==> src/design/spfd_pkg.sv <==
// ----------------------------------------------------------------------------
// Soil probe frame decoder package
// Shared types, register codes, frame constants and the CRC-8 byte update.
// ----------------------------------------------------------------------------
`timescale 1ns / 1ps
`default_nettype none

package spfd_pkg;

   // Frame layout.
   localparam logic [3:0] FRAME_LAST = 4'd8;
   localparam logic [3:0] NO_FRAME   = 4'd9;

   // Frame content codes.
   localparam logic [7:0]         FAMILY_CODE       = 8'h34;
   localparam logic [7:0]         CRC_POLY          = 8'h31;
   localparam logic [3:0]         SUBTYPE_NO_OFFSET = 4'h4;
   localparam logic signed [12:0] OFFSET_TENTHS     = 13'sd400;

   // Register port geometry.
   localparam int unsigned CSR_INDEX_WIDTH = 2;
   localparam int unsigned CSR_DATA_WIDTH  = 13;

   // Register reset values.
   localparam logic [7:0]         CRC_INIT_RESET    = 8'd0;
   localparam logic [11:0]        LOW_BATTERY_RESET = 12'd1200;
   localparam logic signed [12:0] MIN_TEMP_RESET    = -13'sd500;
   localparam logic signed [12:0] MAX_TEMP_RESET    = 13'sd850;

   typedef enum logic [CSR_INDEX_WIDTH-1:0] {
      CSR_CRC_INIT       = 2'd0,
      CSR_LOW_BATTERY_MV = 2'd1,
      CSR_MIN_TEMP       = 2'd2,
      CSR_MAX_TEMP       = 2'd3
   } csr_index_type;

   typedef enum logic [2:0] {
      STATUS_OK     = 3'd0,
      STATUS_FAMILY = 3'd1,
      STATUS_CRC    = 3'd2,
      STATUS_SUM    = 3'd3,
      STATUS_RANGE  = 3'd4
   } status_type;

   // Configuration register contents.
   typedef struct packed {
      logic [7:0]  crc_init;
      logic [11:0] low_battery_mv;
      logic [12:0] min_temp_tenths;
      logic [12:0] max_temp_tenths;
   } cfg_type;

   // Everything captured from one complete frame.
   typedef struct packed {
      logic        family_ok;
      logic        crc_ok;
      logic        sum_ok;
      logic [23:0] sensor_id;
      logic [7:0]  temp_hi_byte;
      logic [7:0]  temp_lo_byte;
      logic [7:0]  battery_byte;
      logic [7:0]  rssi_dbm;
   } close_type;

   // CRC-8, MSB first, one byte per call.
   function automatic logic [7:0] crc8_update(input logic [7:0] crc, input logic [7:0] data);
      logic [7:0] c;
      c = crc ^ data;
      for (int i = 0; i < 8; i++) begin
         if (c[7]) begin
            c = {c[6:0], 1'b0} ^ CRC_POLY;
         end else begin
            c = {c[6:0], 1'b0};
         end
      end
      return c;
   endfunction

endpackage

`default_nettype wire

==> src/design/spfd_if.sv <==
// ----------------------------------------------------------------------------
// Soil probe frame decoder channels
// Valid/ready channels for frame bytes in and decoded results out.
// ----------------------------------------------------------------------------
`timescale 1ns / 1ps
`default_nettype none

interface spfd_req_if;
   logic              valid;
   logic              ready;
   logic [7:0]        frame_byte;
   logic              start_of_frame;
   logic signed [7:0] signal_dbm;

   modport source (output valid, frame_byte, start_of_frame, signal_dbm, input ready);
   modport sink   (input valid, frame_byte, start_of_frame, signal_dbm, output ready);
endinterface

interface spfd_rsp_if;
   logic               valid;
   logic               ready;
   logic [2:0]         status;
   logic [23:0]        sensor_id;
   logic signed [12:0] temp_tenths;
   logic [11:0]        battery_mv;
   logic               battery_low;
   logic signed [7:0]  rssi_dbm;

   modport source (output valid, status, sensor_id, temp_tenths, battery_mv, battery_low,
                   rssi_dbm, input ready);
   modport sink   (input valid, status, sensor_id, temp_tenths, battery_mv, battery_low,
                   rssi_dbm, output ready);
endinterface

`default_nettype wire

==> src/design/spfd_csr.sv <==
// ----------------------------------------------------------------------------
// Soil probe frame decoder registers
// Write-only configuration registers behind a plain indexed write port.
// ----------------------------------------------------------------------------
`timescale 1ns / 1ps
`default_nettype none

module spfd_csr (
   input  wire logic                                 clock,
   input  wire logic                                 reset,
   input  wire logic                                 csr_write_enable,
   input  wire logic [spfd_pkg::CSR_INDEX_WIDTH-1:0] csr_index,
   input  wire logic [spfd_pkg::CSR_DATA_WIDTH-1:0]  csr_write_data,
   output spfd_pkg::cfg_type                         cfg
);
   import spfd_pkg::*;

   cfg_type cfg_ff;

   // Register writes; each register keeps only its own width.
   always_ff @(posedge clock) begin
      if (reset) begin
         cfg_ff.crc_init        <= CRC_INIT_RESET;
         cfg_ff.low_battery_mv  <= LOW_BATTERY_RESET;
         cfg_ff.min_temp_tenths <= MIN_TEMP_RESET;
         cfg_ff.max_temp_tenths <= MAX_TEMP_RESET;
      end else if (csr_write_enable) begin
         unique case (csr_index_type'(csr_index))
            CSR_CRC_INIT:       cfg_ff.crc_init        <= csr_write_data[7:0];
            CSR_LOW_BATTERY_MV: cfg_ff.low_battery_mv  <= csr_write_data[11:0];
            CSR_MIN_TEMP:       cfg_ff.min_temp_tenths <= csr_write_data[12:0];
            CSR_MAX_TEMP:       cfg_ff.max_temp_tenths <= csr_write_data[12:0];
            default: ;
         endcase
      end
   end

   assign cfg = cfg_ff;

endmodule

`default_nettype wire

==> src/design/spfd_frame.sv <==
// ----------------------------------------------------------------------------
// Soil probe frame tracker
// Follows the byte position, runs CRC and sum, captures fields, and hands a
// complete frame record to the decode stage on byte 8.
// ----------------------------------------------------------------------------
`timescale 1ns / 1ps
`default_nettype none

module spfd_frame (
   input  wire logic           clock,
   input  wire logic           reset,
   spfd_req_if.sink            req,
   input  wire logic [7:0]     crc_init,
   output logic                close_valid,
   output spfd_pkg::close_type close,
   input  wire logic           close_ready
);
   import spfd_pkg::*;

   logic [3:0]  idx_ff, idx_in;
   logic [7:0]  crc_ff;
   logic [7:0]  sum_ff;
   logic        family_ff;
   logic [23:0] id_ff;
   logic [7:0]  temp_hi_ff;
   logic [7:0]  temp_lo_ff;
   logic [7:0]  battery_ff;
   logic [7:0]  rssi_ff;
   logic        close_valid_ff, close_valid_in;
   close_type   close_ff;

   logic       accept;
   logic [3:0] idx_cur;
   logic [7:0] crc_cur;
   logic [7:0] sum_cur;
   logic [7:0] rssi_cur;
   logic       closing;

   // A new byte is taken whenever the record register is free or draining.
   assign req.ready = !close_valid_ff || close_ready;
   assign accept    = req.valid && req.ready;

   // A start mark restarts the frame before this byte is processed.
   always_comb begin
      idx_cur  = req.start_of_frame ? 4'd0 : idx_ff;
      crc_cur  = req.start_of_frame ? crc_init : crc_ff;
      sum_cur  = req.start_of_frame ? 8'd0 : sum_ff;
      rssi_cur = req.start_of_frame ? req.signal_dbm : rssi_ff;
      closing  = (idx_cur == FRAME_LAST);
   end

   // Next byte position and record hand-off.
   always_comb begin
      idx_in = idx_ff;
      if (accept) begin
         if (idx_cur < FRAME_LAST) begin
            idx_in = 4'(idx_cur + 4'd1);
         end else begin
            idx_in = NO_FRAME;
         end
      end
      if (accept && closing) begin
         close_valid_in = 1'b1;
      end else if (close_ready) begin
         close_valid_in = 1'b0;
      end else begin
         close_valid_in = close_valid_ff;
      end
   end

   // Control state.
   always_ff @(posedge clock) begin
      if (reset) begin
         idx_ff         <= NO_FRAME;
         close_valid_ff <= 1'b0;
      end else begin
         idx_ff         <= idx_in;
         close_valid_ff <= close_valid_in;
      end
   end

   // Running checks and captured bytes of the open frame.
   always_ff @(posedge clock) begin
      if (accept && (idx_cur < FRAME_LAST)) begin
         crc_ff  <= crc8_update(crc_cur, req.frame_byte);
         sum_ff  <= 8'(sum_cur + req.frame_byte);
         rssi_ff <= rssi_cur;
         unique case (idx_cur)
            4'd0:    family_ff   <= (req.frame_byte == FAMILY_CODE);
            4'd1:    id_ff[23:16] <= req.frame_byte;
            4'd2:    id_ff[15:8]  <= req.frame_byte;
            4'd3:    id_ff[7:0]   <= req.frame_byte;
            4'd4:    temp_hi_ff  <= req.frame_byte;
            4'd5:    temp_lo_ff  <= req.frame_byte;
            4'd6:    battery_ff  <= req.frame_byte;
            default: ;
         endcase
      end
   end

   // The frame record; byte 8 is the expected sum.
   always_ff @(posedge clock) begin
      if (accept && closing) begin
         close_ff.family_ok    <= family_ff;
         close_ff.crc_ok       <= (crc_ff == 8'd0);
         close_ff.sum_ok       <= (sum_ff == req.frame_byte);
         close_ff.sensor_id    <= id_ff;
         close_ff.temp_hi_byte <= temp_hi_ff;
         close_ff.temp_lo_byte <= temp_lo_ff;
         close_ff.battery_byte <= battery_ff;
         close_ff.rssi_dbm     <= rssi_ff;
      end
   end

   assign close_valid = close_valid_ff;
   assign close       = close_ff;

   // The byte position never leaves the range of a frame plus the idle code.
   a_idx_range: assert property (@(posedge clock) disable iff (reset)
      idx_ff <= NO_FRAME)
      else $error("byte position out of range");

   // A start-marked byte is byte 0, so the next byte is byte 1.
   a_sof_restart: assert property (@(posedge clock) disable iff (reset)
      accept && req.start_of_frame |=> idx_ff == 4'd1)
      else $error("start mark did not restart the frame");

   // Byte 8 closes the frame and hands a record on.
   a_close: assert property (@(posedge clock) disable iff (reset)
      accept && !req.start_of_frame && idx_ff == FRAME_LAST |=>
         close_valid_ff && idx_ff == NO_FRAME)
      else $error("frame not closed on byte 8");

endmodule

`default_nettype wire

==> src/design/spfd_decode.sv <==
// ----------------------------------------------------------------------------
// Soil probe frame decode stage
// Turns a frame record into status, temperature and battery values and
// holds them in the result register.
// ----------------------------------------------------------------------------
`timescale 1ns / 1ps
`default_nettype none

module spfd_decode (
   input  wire logic              clock,
   input  wire logic              reset,
   input  wire logic              close_valid,
   input  wire spfd_pkg::close_type close,
   output logic                   close_ready,
   input  wire spfd_pkg::cfg_type cfg,
   spfd_rsp_if.source             rsp
);
   import spfd_pkg::*;

   logic               out_valid_ff, out_valid_in;
   status_type         status_ff, status_in;
   logic [23:0]        sensor_id_ff;
   logic signed [12:0] temp_ff, temp_in;
   logic [11:0]        battery_mv_ff, battery_mv_in;
   logic               battery_low_ff, battery_low_in;
   logic [7:0]         rssi_ff;

   logic signed [12:0] raw_tenths;
   logic [6:0]         battery_steps;
   logic               in_range;

   assign close_ready = !out_valid_ff || rsp.ready;

   // Temperature: 12-bit signed raw value, 40 degree offset unless subtype 4.
   always_comb begin
      raw_tenths = $signed({close.temp_hi_byte[3], close.temp_hi_byte[3:0],
                            close.temp_lo_byte});
      if (close.temp_hi_byte[7:4] == SUBTYPE_NO_OFFSET) begin
         temp_in = raw_tenths;
      end else begin
         temp_in = raw_tenths - OFFSET_TENTHS;
      end
      in_range = (temp_in >= $signed(cfg.min_temp_tenths)) &&
                 (temp_in <= $signed(cfg.max_temp_tenths));
   end

   // Battery: 20 mV steps, built as 16x plus 4x.
   always_comb begin
      battery_steps  = close.battery_byte[6:0];
      battery_mv_in  = {1'b0, battery_steps, 4'b0000} + {3'b000, battery_steps, 2'b00};
      battery_low_in = (battery_mv_in != 12'd0) && (battery_mv_in < cfg.low_battery_mv);
   end

   // First failing check wins.
   always_comb begin
      priority if (!close.family_ok) begin
         status_in = STATUS_FAMILY;
      end else if (!close.crc_ok) begin
         status_in = STATUS_CRC;
      end else if (!close.sum_ok) begin
         status_in = STATUS_SUM;
      end else if (!in_range) begin
         status_in = STATUS_RANGE;
      end else begin
         status_in = STATUS_OK;
      end
   end

   // Result valid follows the transfer on either side.
   always_comb begin
      if (close_ready) begin
         out_valid_in = close_valid;
      end else begin
         out_valid_in = out_valid_ff;
      end
   end

   always_ff @(posedge clock) begin
      if (reset) begin
         out_valid_ff <= 1'b0;
      end else begin
         out_valid_ff <= out_valid_in;
      end
   end

   // Result payload.
   always_ff @(posedge clock) begin
      if (close_valid && close_ready) begin
         status_ff      <= status_in;
         sensor_id_ff   <= close.sensor_id;
         temp_ff        <= temp_in;
         battery_mv_ff  <= battery_mv_in;
         battery_low_ff <= battery_low_in;
         rssi_ff        <= close.rssi_dbm;
      end
   end

   assign rsp.valid       = out_valid_ff;
   assign rsp.status      = status_ff;
   assign rsp.sensor_id   = sensor_id_ff;
   assign rsp.temp_tenths = temp_ff;
   assign rsp.battery_mv  = battery_mv_ff;
   assign rsp.battery_low = battery_low_ff;
   assign rsp.rssi_dbm    = $signed(rssi_ff);

   // A passing result lies within the configured limits.
   a_ok_in_range: assert property (@(posedge clock) disable iff (reset)
      out_valid_ff && status_ff == STATUS_OK |->
         temp_ff >= $signed(cfg.min_temp_tenths) && temp_ff <= $signed(cfg.max_temp_tenths))
      else $error("ok status outside temperature limits");

   // Low battery needs a nonzero reading under the threshold.
   a_low_battery: assert property (@(posedge clock) disable iff (reset)
      out_valid_ff && battery_low_ff |->
         battery_mv_ff != 12'd0 && battery_mv_ff < cfg.low_battery_mv)
      else $error("low battery flag inconsistent");

   // A wrong family always reports as such, ahead of the other checks.
   a_family_first: assert property (@(posedge clock) disable iff (reset)
      close_valid && close_ready && !close.family_ok |=>
         out_valid_ff && status_ff == STATUS_FAMILY)
      else $error("family failure not reported");

endmodule

`default_nettype wire

==> src/design/soil_probe_frame_decoder_top.sv <==
// ----------------------------------------------------------------------------
// Soil probe frame decoder
// Decodes nine-byte sensor frames into id, temperature, battery and status.
// ----------------------------------------------------------------------------
// Throughput: one frame byte per cycle; a stalled result side holds the byte input
//   off once both the frame record and the result register are full.
// Result path: the transfer of byte 8 of a frame loads its frame record register, and
//   the record then moves on into the result register, where the result becomes valid.
// Reset: synchronous, active high; registers return to their defaults, no frame
//   is open and both pipeline stages are empty. No clearing pass is needed.
`timescale 1ns / 1ps
`default_nettype none

module soil_probe_frame_decoder_top (
   input  wire logic                                 clock,
   input  wire logic                                 reset,
   spfd_req_if.sink                                  req_chan,
   spfd_rsp_if.source                                rsp_chan,
   input  wire logic                                 csr_write_enable,
   input  wire logic [spfd_pkg::CSR_INDEX_WIDTH-1:0] csr_index,
   input  wire logic [spfd_pkg::CSR_DATA_WIDTH-1:0]  csr_write_data
);
   import spfd_pkg::*;

   cfg_type   cfg;
   close_type close;
   logic      close_valid;
   logic      close_ready;

   // Configuration registers.
   spfd_csr u_csr (
      .clock            (clock),
      .reset            (reset),
      .csr_write_enable (csr_write_enable),
      .csr_index        (csr_index),
      .csr_write_data   (csr_write_data),
      .cfg              (cfg)
   );

   // Byte tracking, CRC and sum.
   spfd_frame u_frame (
      .clock       (clock),
      .reset       (reset),
      .req         (req_chan),
      .crc_init    (cfg.crc_init),
      .close_valid (close_valid),
      .close       (close),
      .close_ready (close_ready)
   );

   // Field decode and result register.
   spfd_decode u_decode (
      .clock       (clock),
      .reset       (reset),
      .close_valid (close_valid),
      .close       (close),
      .close_ready (close_ready),
      .cfg         (cfg),
      .rsp         (rsp_chan)
   );

endmodule

`default_nettype wire

==> src/flat_wrapper.sv <==
// flat-port wrapper written by rule: the top's interface ports become plain ports
module soil_probe_frame_decoder_top_flat import spfd_pkg::*;
  (clock, reset, csr_write_enable, csr_index, csr_write_data, req_chan_valid, req_chan_frame_byte, req_chan_start_of_frame, req_chan_signal_dbm, req_chan_ready, rsp_chan_valid, rsp_chan_status, rsp_chan_sensor_id, rsp_chan_temp_tenths, rsp_chan_battery_mv, rsp_chan_battery_low, rsp_chan_rssi_dbm, rsp_chan_ready);
  spfd_req_if req_chan_i ();
  spfd_rsp_if rsp_chan_i ();
  input  wire logic clock;
  input  wire logic reset;
  input  wire logic csr_write_enable;
  input  wire logic [spfd_pkg::CSR_INDEX_WIDTH-1:0] csr_index;
  input  wire logic [spfd_pkg::CSR_DATA_WIDTH-1:0] csr_write_data;
  input wire logic [$bits(req_chan_i.valid)-1:0] req_chan_valid;
  input wire logic [$bits(req_chan_i.frame_byte)-1:0] req_chan_frame_byte;
  input wire logic [$bits(req_chan_i.start_of_frame)-1:0] req_chan_start_of_frame;
  input wire logic [$bits(req_chan_i.signal_dbm)-1:0] req_chan_signal_dbm;
  output wire logic [$bits(req_chan_i.ready)-1:0] req_chan_ready;
  output wire logic [$bits(rsp_chan_i.valid)-1:0] rsp_chan_valid;
  output wire logic [$bits(rsp_chan_i.status)-1:0] rsp_chan_status;
  output wire logic [$bits(rsp_chan_i.sensor_id)-1:0] rsp_chan_sensor_id;
  output wire logic [$bits(rsp_chan_i.temp_tenths)-1:0] rsp_chan_temp_tenths;
  output wire logic [$bits(rsp_chan_i.battery_mv)-1:0] rsp_chan_battery_mv;
  output wire logic [$bits(rsp_chan_i.battery_low)-1:0] rsp_chan_battery_low;
  output wire logic [$bits(rsp_chan_i.rssi_dbm)-1:0] rsp_chan_rssi_dbm;
  input wire logic [$bits(rsp_chan_i.ready)-1:0] rsp_chan_ready;
  assign req_chan_i.valid = req_chan_valid;
  assign req_chan_i.frame_byte = req_chan_frame_byte;
  assign req_chan_i.start_of_frame = req_chan_start_of_frame;
  assign req_chan_i.signal_dbm = req_chan_signal_dbm;
  assign req_chan_ready = req_chan_i.ready;
  assign rsp_chan_valid = rsp_chan_i.valid;
  assign rsp_chan_status = rsp_chan_i.status;
  assign rsp_chan_sensor_id = rsp_chan_i.sensor_id;
  assign rsp_chan_temp_tenths = rsp_chan_i.temp_tenths;
  assign rsp_chan_battery_mv = rsp_chan_i.battery_mv;
  assign rsp_chan_battery_low = rsp_chan_i.battery_low;
  assign rsp_chan_rssi_dbm = rsp_chan_i.rssi_dbm;
  assign rsp_chan_i.ready = rsp_chan_ready;
  soil_probe_frame_decoder_top u_core (.clock(clock), .reset(reset), .req_chan(req_chan_i), .rsp_chan(rsp_chan_i), .csr_write_enable(csr_write_enable), .csr_index(csr_index), .csr_write_data(csr_write_data));
endmodule
==> config.mk <==
export PLATFORM = sky130hd
export DESIGN_NAME = soil_probe_frame_decoder_top_flat
export DESIGN_NICKNAME = d
export VERILOG_FILES = /design/src/design/spfd_pkg.sv /design/src/design/spfd_if.sv /design/src/design/spfd_csr.sv /design/src/design/spfd_frame.sv /design/src/design/spfd_decode.sv /design/src/design/soil_probe_frame_decoder_top.sv /design/src/flat_wrapper.sv
export SDC_FILE = /design/constraint.sdc
export NUM_CORES = 1
export LEC_CHECK = 0
export BUFFER_PORTS_ARGS = -buffer_cell sky130_fd_sc_hd__buf_2
export CAP_MARGIN = 20
export CORE_AREA = 2 2 162 164
export CTS_BUF_LIST = sky130_fd_sc_hd__clkbuf_8
export CTS_CLUSTER_SIZE = 30
export DETAILED_ROUTE_END_ITERATION = 10
export DIE_AREA = 0 0 164 166
export PLACE_DENSITY = 0.66
export SYNTH_ARGS = -nofsm -noshare
export SYNTH_HDL_FRONTEND = slang
export SYNTH_HIERARCHICAL = 1
export SYNTH_SLANG_ARGS = --single-unit
==> constraint.sdc <==
create_clock -name clock -period 9.54 [get_ports clock]
set_input_delay 0.477 -clock clock [delete_from_list [all_inputs] [get_ports clock]]
set_output_delay 0.477 -clock clock [all_outputs]
set_load 0.005 [all_outputs]
# [Yosys cells after proc, flatten, opt, wreduce, memory -nomap -nowiden]
# Cells that the tools add are included.
[word_totals] reg_bits=243 memories=0 latchBits=0 output_inout_bits=63 wordCells=116 inputBits=37 ram_bits=0 mem_bits_ro=0
[classes] div_mod_pow=0 n_eq_ne=13 n_shift=0 mul=0 n_reduce_logical=28 addsub=4 magnitude_cmp=4 muxes=25 bitwise_logic=9
[op_table] cell="two-way mux 8 bit" count=9
[op_table] cell="two-way mux 6 bit" count=8
[op_table] cell="inverter 3 bit" count=8
[op_table] cell="AND reduction 2 bit" count=12
[op_table] cell="== test 4 x 3 -> 1 bit, second input constant" count=4
[op_table] cell=">= comparator 13 bit" count=1
[op_table] cell="less-or-equal comparator 13 bit" count=1
[op_table] cell="two-way mux 13 bit" count=1
[op_table] cell="subtractor 12 x 10 -> 13 bit, second input constant" count=1
[op_table] cell="adder 11 x 9 -> 12 bit" count=1
[op_table] cell="< comparator 12 bit" count=1
[op_table] cell="nonzero test 12 bit" count=1
[op_table] cell="adder 8 bit" count=1
[op_table] cell="== test 4 x 2 -> 1 bit, second input constant" count=2
[op_table] cell="== test 8 x 6 -> 1 bit, second input constant" count=1
[op_table] cell="== test 8 bit" count=1
[op_table] cell="zero test 8 bit" count=1
[op_table] cell="two-way mux 4 bit" count=2
[op_table] cell="bitwise XOR 8 bit" count=1
[op_table] cell="logical AND 1 bit" count=6
[op_table] cell="adder 4 x 1 -> 4 bit, second input constant" count=1
[op_table] cell="== test 2 bit, second input constant" count=2
[op_table] cell="== test 4 x 1 -> 1 bit, second input constant" count=1
[op_table] cell="== test 4 bit, second input constant" count=1
[op_table] cell="other kinds (11)" count=15

# [Longest topological paths before layout]
[logic_depth] depth_word=26 ltp_mapped=12 depth_no_buf=11

# [Modules after synthesis]
# The synthesis kept the hierarchy.
[modules_own_cells] module="spfd_frame" cells_each=275 instances=1 area_each_um2=5043.6
[modules_own_cells] module="spfd_decode" cells_each=253 instances=1 area_each_um2=3179.3
[modules_own_cells] module="spfd_csr" cells_each=182 instances=1 area_each_um2=1864.3

# [Worst setup path before layout]
# No wires, ideal clock.
[synth_timing] kind="input-to-reg" from="in req_chan_start_of_frame" to="reg u_core.u_frame.close_ff, in the netlist u_core/u_frame/close[0] (enable)" required_ns=8.915 slack_ns=2.215 n_path_buf=1 arrival_ns=6.700 stages=6 path_cell_list="buf_6 inv_1 nand2_1 ha_1 nand2_1 nor4_1"
[synth_between] elab_chain_len=3
[synth_lines] item="start: declaration" line="flat_wrapper.sv:13" text="input wire logic [$bits(req_chan_i.start_of_frame)-1:0] req_chan_start_of_frame;"
[synth_lines] item="two-way mux 4 bit" line="spfd_frame.sv:45" text="idx_cur = req.start_of_frame ? 4'd0 : idx_ff;"
[synth_lines] item="== test 4 bit" line="spfd_frame.sv:49" text="closing = (idx_cur == FRAME_LAST);"
[synth_lines] item="logical AND 1 bit" line="spfd_frame.sv:103" text="if (accept && closing) begin"
[synth_lines] item="end: declaration" line="spfd_frame.sv:30" text="close_type close_ff;"
# Every way passes these cells.
# A chain may end at the register's enable or synchronous reset.

# [Final worst setup path]
[layout_timing] from="reg u_core.u_frame.close_ff, in the netlist u_core/u_frame/close[20]" to="reg u_core.u_decode.status_ff[2], in the netlist u_core/u_decode/rsp.status[2] (data pin)"
[layout_between] elab_chain_len=5
[layout_lines] item="subtractor 12 x 10 -> 13 bit (*)" line="spfd_decode.sv:41" text="temp_in = raw_tenths - OFFSET_TENTHS;"
[layout_lines] item="two-way mux 13 bit (*)" line="spfd_decode.sv:38" text="if (close.temp_hi_byte[7:4] == SUBTYPE_NO_OFFSET) begin"
[layout_lines] item="named net u_core.u_decode.temp_in[10]" line="spfd_decode.sv:23" text="logic signed [12:0] temp_ff, temp_in;"
[layout_lines] item=">= comparator 13 bit / less-or-equal comparator 13 bit (equally long branches)" line="spfd_decode.sv:43, spfd_decode.sv:44"
[layout_lines] item="logical AND 1 bit (*)" line="spfd_decode.sv:43" text="in_range = (temp_in >= $signed(cfg.min_temp_tenths)) &&"
[layout_lines] item="two-way mux 3 bit (*)" line="spfd_decode.sv:62" text="end else if (!in_range) begin"
[layout_lines] item="end signal: assignment" line="spfd_decode.sv:89" text="status_ff <= status_in;"
[layout_lines] item="end: declaration" line="spfd_decode.sv:21" text="status_type status_ff, status_in;"
# Mark *: on every way through the listed nets, which the timed path passes. The rest lies on a longest branch.

==> flow_summary.ini <==
[clocking]
clockBufferDepth = 3
clk_pin_slew_ps = 60
cts.sinks = 241
cts_tree = done
cts_htree_levels = 2
cts_root_buffer = clkbuf_8
cts.hold.buffers_added = 0
ctsResizeCount = 0
post-cts-setup-buffers = 0
cts_buffers = 39
insertion_delay_ps = 520

[route]
via_per_inst = 4.73
firstDrtPassIters = 6
postRouteAntennaNets = 0
drtIter0Drc = 313
drc = 0
routed_wl_mm = 19.2
wl_per_cell_um = 16.1
via_count = 5658

[sta]
rsz0062_at_grt = no
layout_setup_ws_ps = 6680
post-route-period-util_pct = 30.0
fmax_mhz = 349
slew_violations = 0
slew_headroom_pct = 33.1
finalSetupTns_ps = 0
fin_skew_ps = 21.0
fin_hold_ws_ps = 126
fin_crit_ps = 2860
finalSetupViolCount = 0
worst_slew_pin_slew_ps = 1000
final_hold_viol_count = 0

[worst_setup_path]
crit_chain = inv_1, ha_1, nand2b_1, a311oi_1, xnor2_1, ha_1, a21o_1, a2111o_1, o311ai_1, o41ai_1
crit_path_max_incr_delay_ps = 420
crit_path_top_delay_cell = edfxtp_1
r2r-start = u_core/u_frame/close[20]
cp-start-kind = flip-flop
cp_max_fo = 3
required_ps = 9800
arrival_ps = 3120
rrSetupSlack_ps = 6680
r2r_cells = 10
cp-end-kind = flip-flop
cp_common_cell = ha_1
rr_endpoint = u_core/u_decode/rsp.status[2]
worstSetupPathType = reg2reg

[global_routing]
grt.overflow.total = 0
grt_usage_pct = 14.4
antenna_found_initial = 0
first_global_vias = 5807
grt_pass1_wl_mm = 30.3
grt_max_degree = 78

[pwr]
leakage_nw = 4.57
pwr_density_cell_mw_per_mm2 = 190
design_power_total_mw = 2.20
peakVddDrop_mv = 0.0732

[floorplanning]
initial_core_util_pct = 39.1
dieArea_mm2 = 0.0272
chipHeight_um = 166
die_x_um = 164
core_mm2 = 0.0256
rows = 59
io_pins = 100

[yosys]
synthesis.area_mm2 = 0.0100
synth_warnings = 6
syn_avg_cell_area_um2 = 14.2
postSynthCellCount = 708

[place]
port_buffers = 97
post-dp-hpwl_mm = 13.3
dp_slack_ps = 6710
place_inst = 1130
place_congestion = 0.786
placed_cell_area_mm2 = 0.0109

[run_status]
run_status = complete, no violations

[cells_and_area]
fin_area_mm2 = 0.0116
final_common_cell = edfxtp_1
layout-area-overhead-vs-synth_pct = 15.5
fill_cells = 2335
final_cells = 1195
final_nets = 928
fin_util_pct = 45.2
antennaDiodeCount = 0
layout_common_cells = edfxtp_1, buf_2, inv_1
drive_gt1_share_pct = 18.7

[min_path]
hold_start = req_chan_signal_dbm[6]
whs_endpoint = u_core/u_frame/rssi_ff[6]
hold_path.class = in2reg
whs_path_depth = 1

[run]
max_cap_violations = 0
[critical path: cells and delay by family (launching register included)]
family / cells / cell delay [ps]
and+or+nand+nor: 1 / 70
adders and majority gates: 2 / 460
buffers and inverters: 1 / 80
DFF: 1 / 420
AOI/OAI and AO/OA: 5 / 1340
xor gates and xnor gates: 1 / 230
[where the power goes]
part	switching, mW	internal (mW)
sequential	0.0183	1.19
clock	0.379	0.416
combinational	0.113	0.0875
total	0.510	1.69
[worst max-delay path by stage]
stage | startpoint | endpoint | slack (ps)
floorplan | req_chan_start_of_frame | u_core/u_frame/close[0] | 2310
global placement | u_core/u_frame/close[20] | u_core/u_decode/rsp.status[2] | 6770
detailed placement | u_core/u_frame/close[20] | u_core/u_decode/rsp.status[2] | 6710
CTS | u_core/u_frame/close[20] | u_core/u_decode/rsp.status[2] | 6700
global route | u_core/u_frame/close[20] | u_core/u_decode/rsp.status[2] | 6510
finish | u_core/u_frame/close[20] | u_core/u_decode/rsp.status[2] | 6680
[sequential cells by signal (all words and copies together), names as in the netlist]
register                         cells
u_core/u_frame/close                58
u_core/u_frame/family_ff             1
u_core/u_decode/rsp.battery_mv      10
u_core/u_decode/rsp.status           3
u_core/u_frame/id_ff                24
u_core/u_frame/crc_ff                8
u_core/u_decode/rsp.sensor_id       24
u_core/u_frame/temp_hi_ff            8
u_core/u_frame/sum_ff                8
u_core/u_decode/rsp.temp_tenths     13
u_core/u_frame/temp_lo_ff            8
u_core/u_decode/rsp.battery_low      1
u_core/u_frame/idx_ff                4
u_core/u_frame/rssi_ff               8
u_core/u_decode/rsp.valid            1
u_core/u_decode/rsp.rssi_dbm         8
u_core/u_frame/battery_ff            7
u_core/u_csr/cfg                    46
u_core/u_frame/close_valid           1
[cell type report]
type,instances,area [um^2],area share [%]
clock buffers,40,551,4.75
clock inverters,25,136,1.18
inverters,60,225,1.94
multi-input cells,392,3010,26.0
flip-flops and latches,241,6720,58.0
well taps,335,419,3.62
repair buffers,102,523,4.52
[per-layer routing]
metal / global-route usage [%] / up-vias / routed length (um)
li1: - / 2787 / -
met1: 18.7 / 2719 / 8720
met2: 23.9 / 119 / 9180
met3: 3.15 / 33 / 899
met4: 4.92 / 0 / 403
met5: 0 / - / 0
Power figures use the tool's default switching activity.
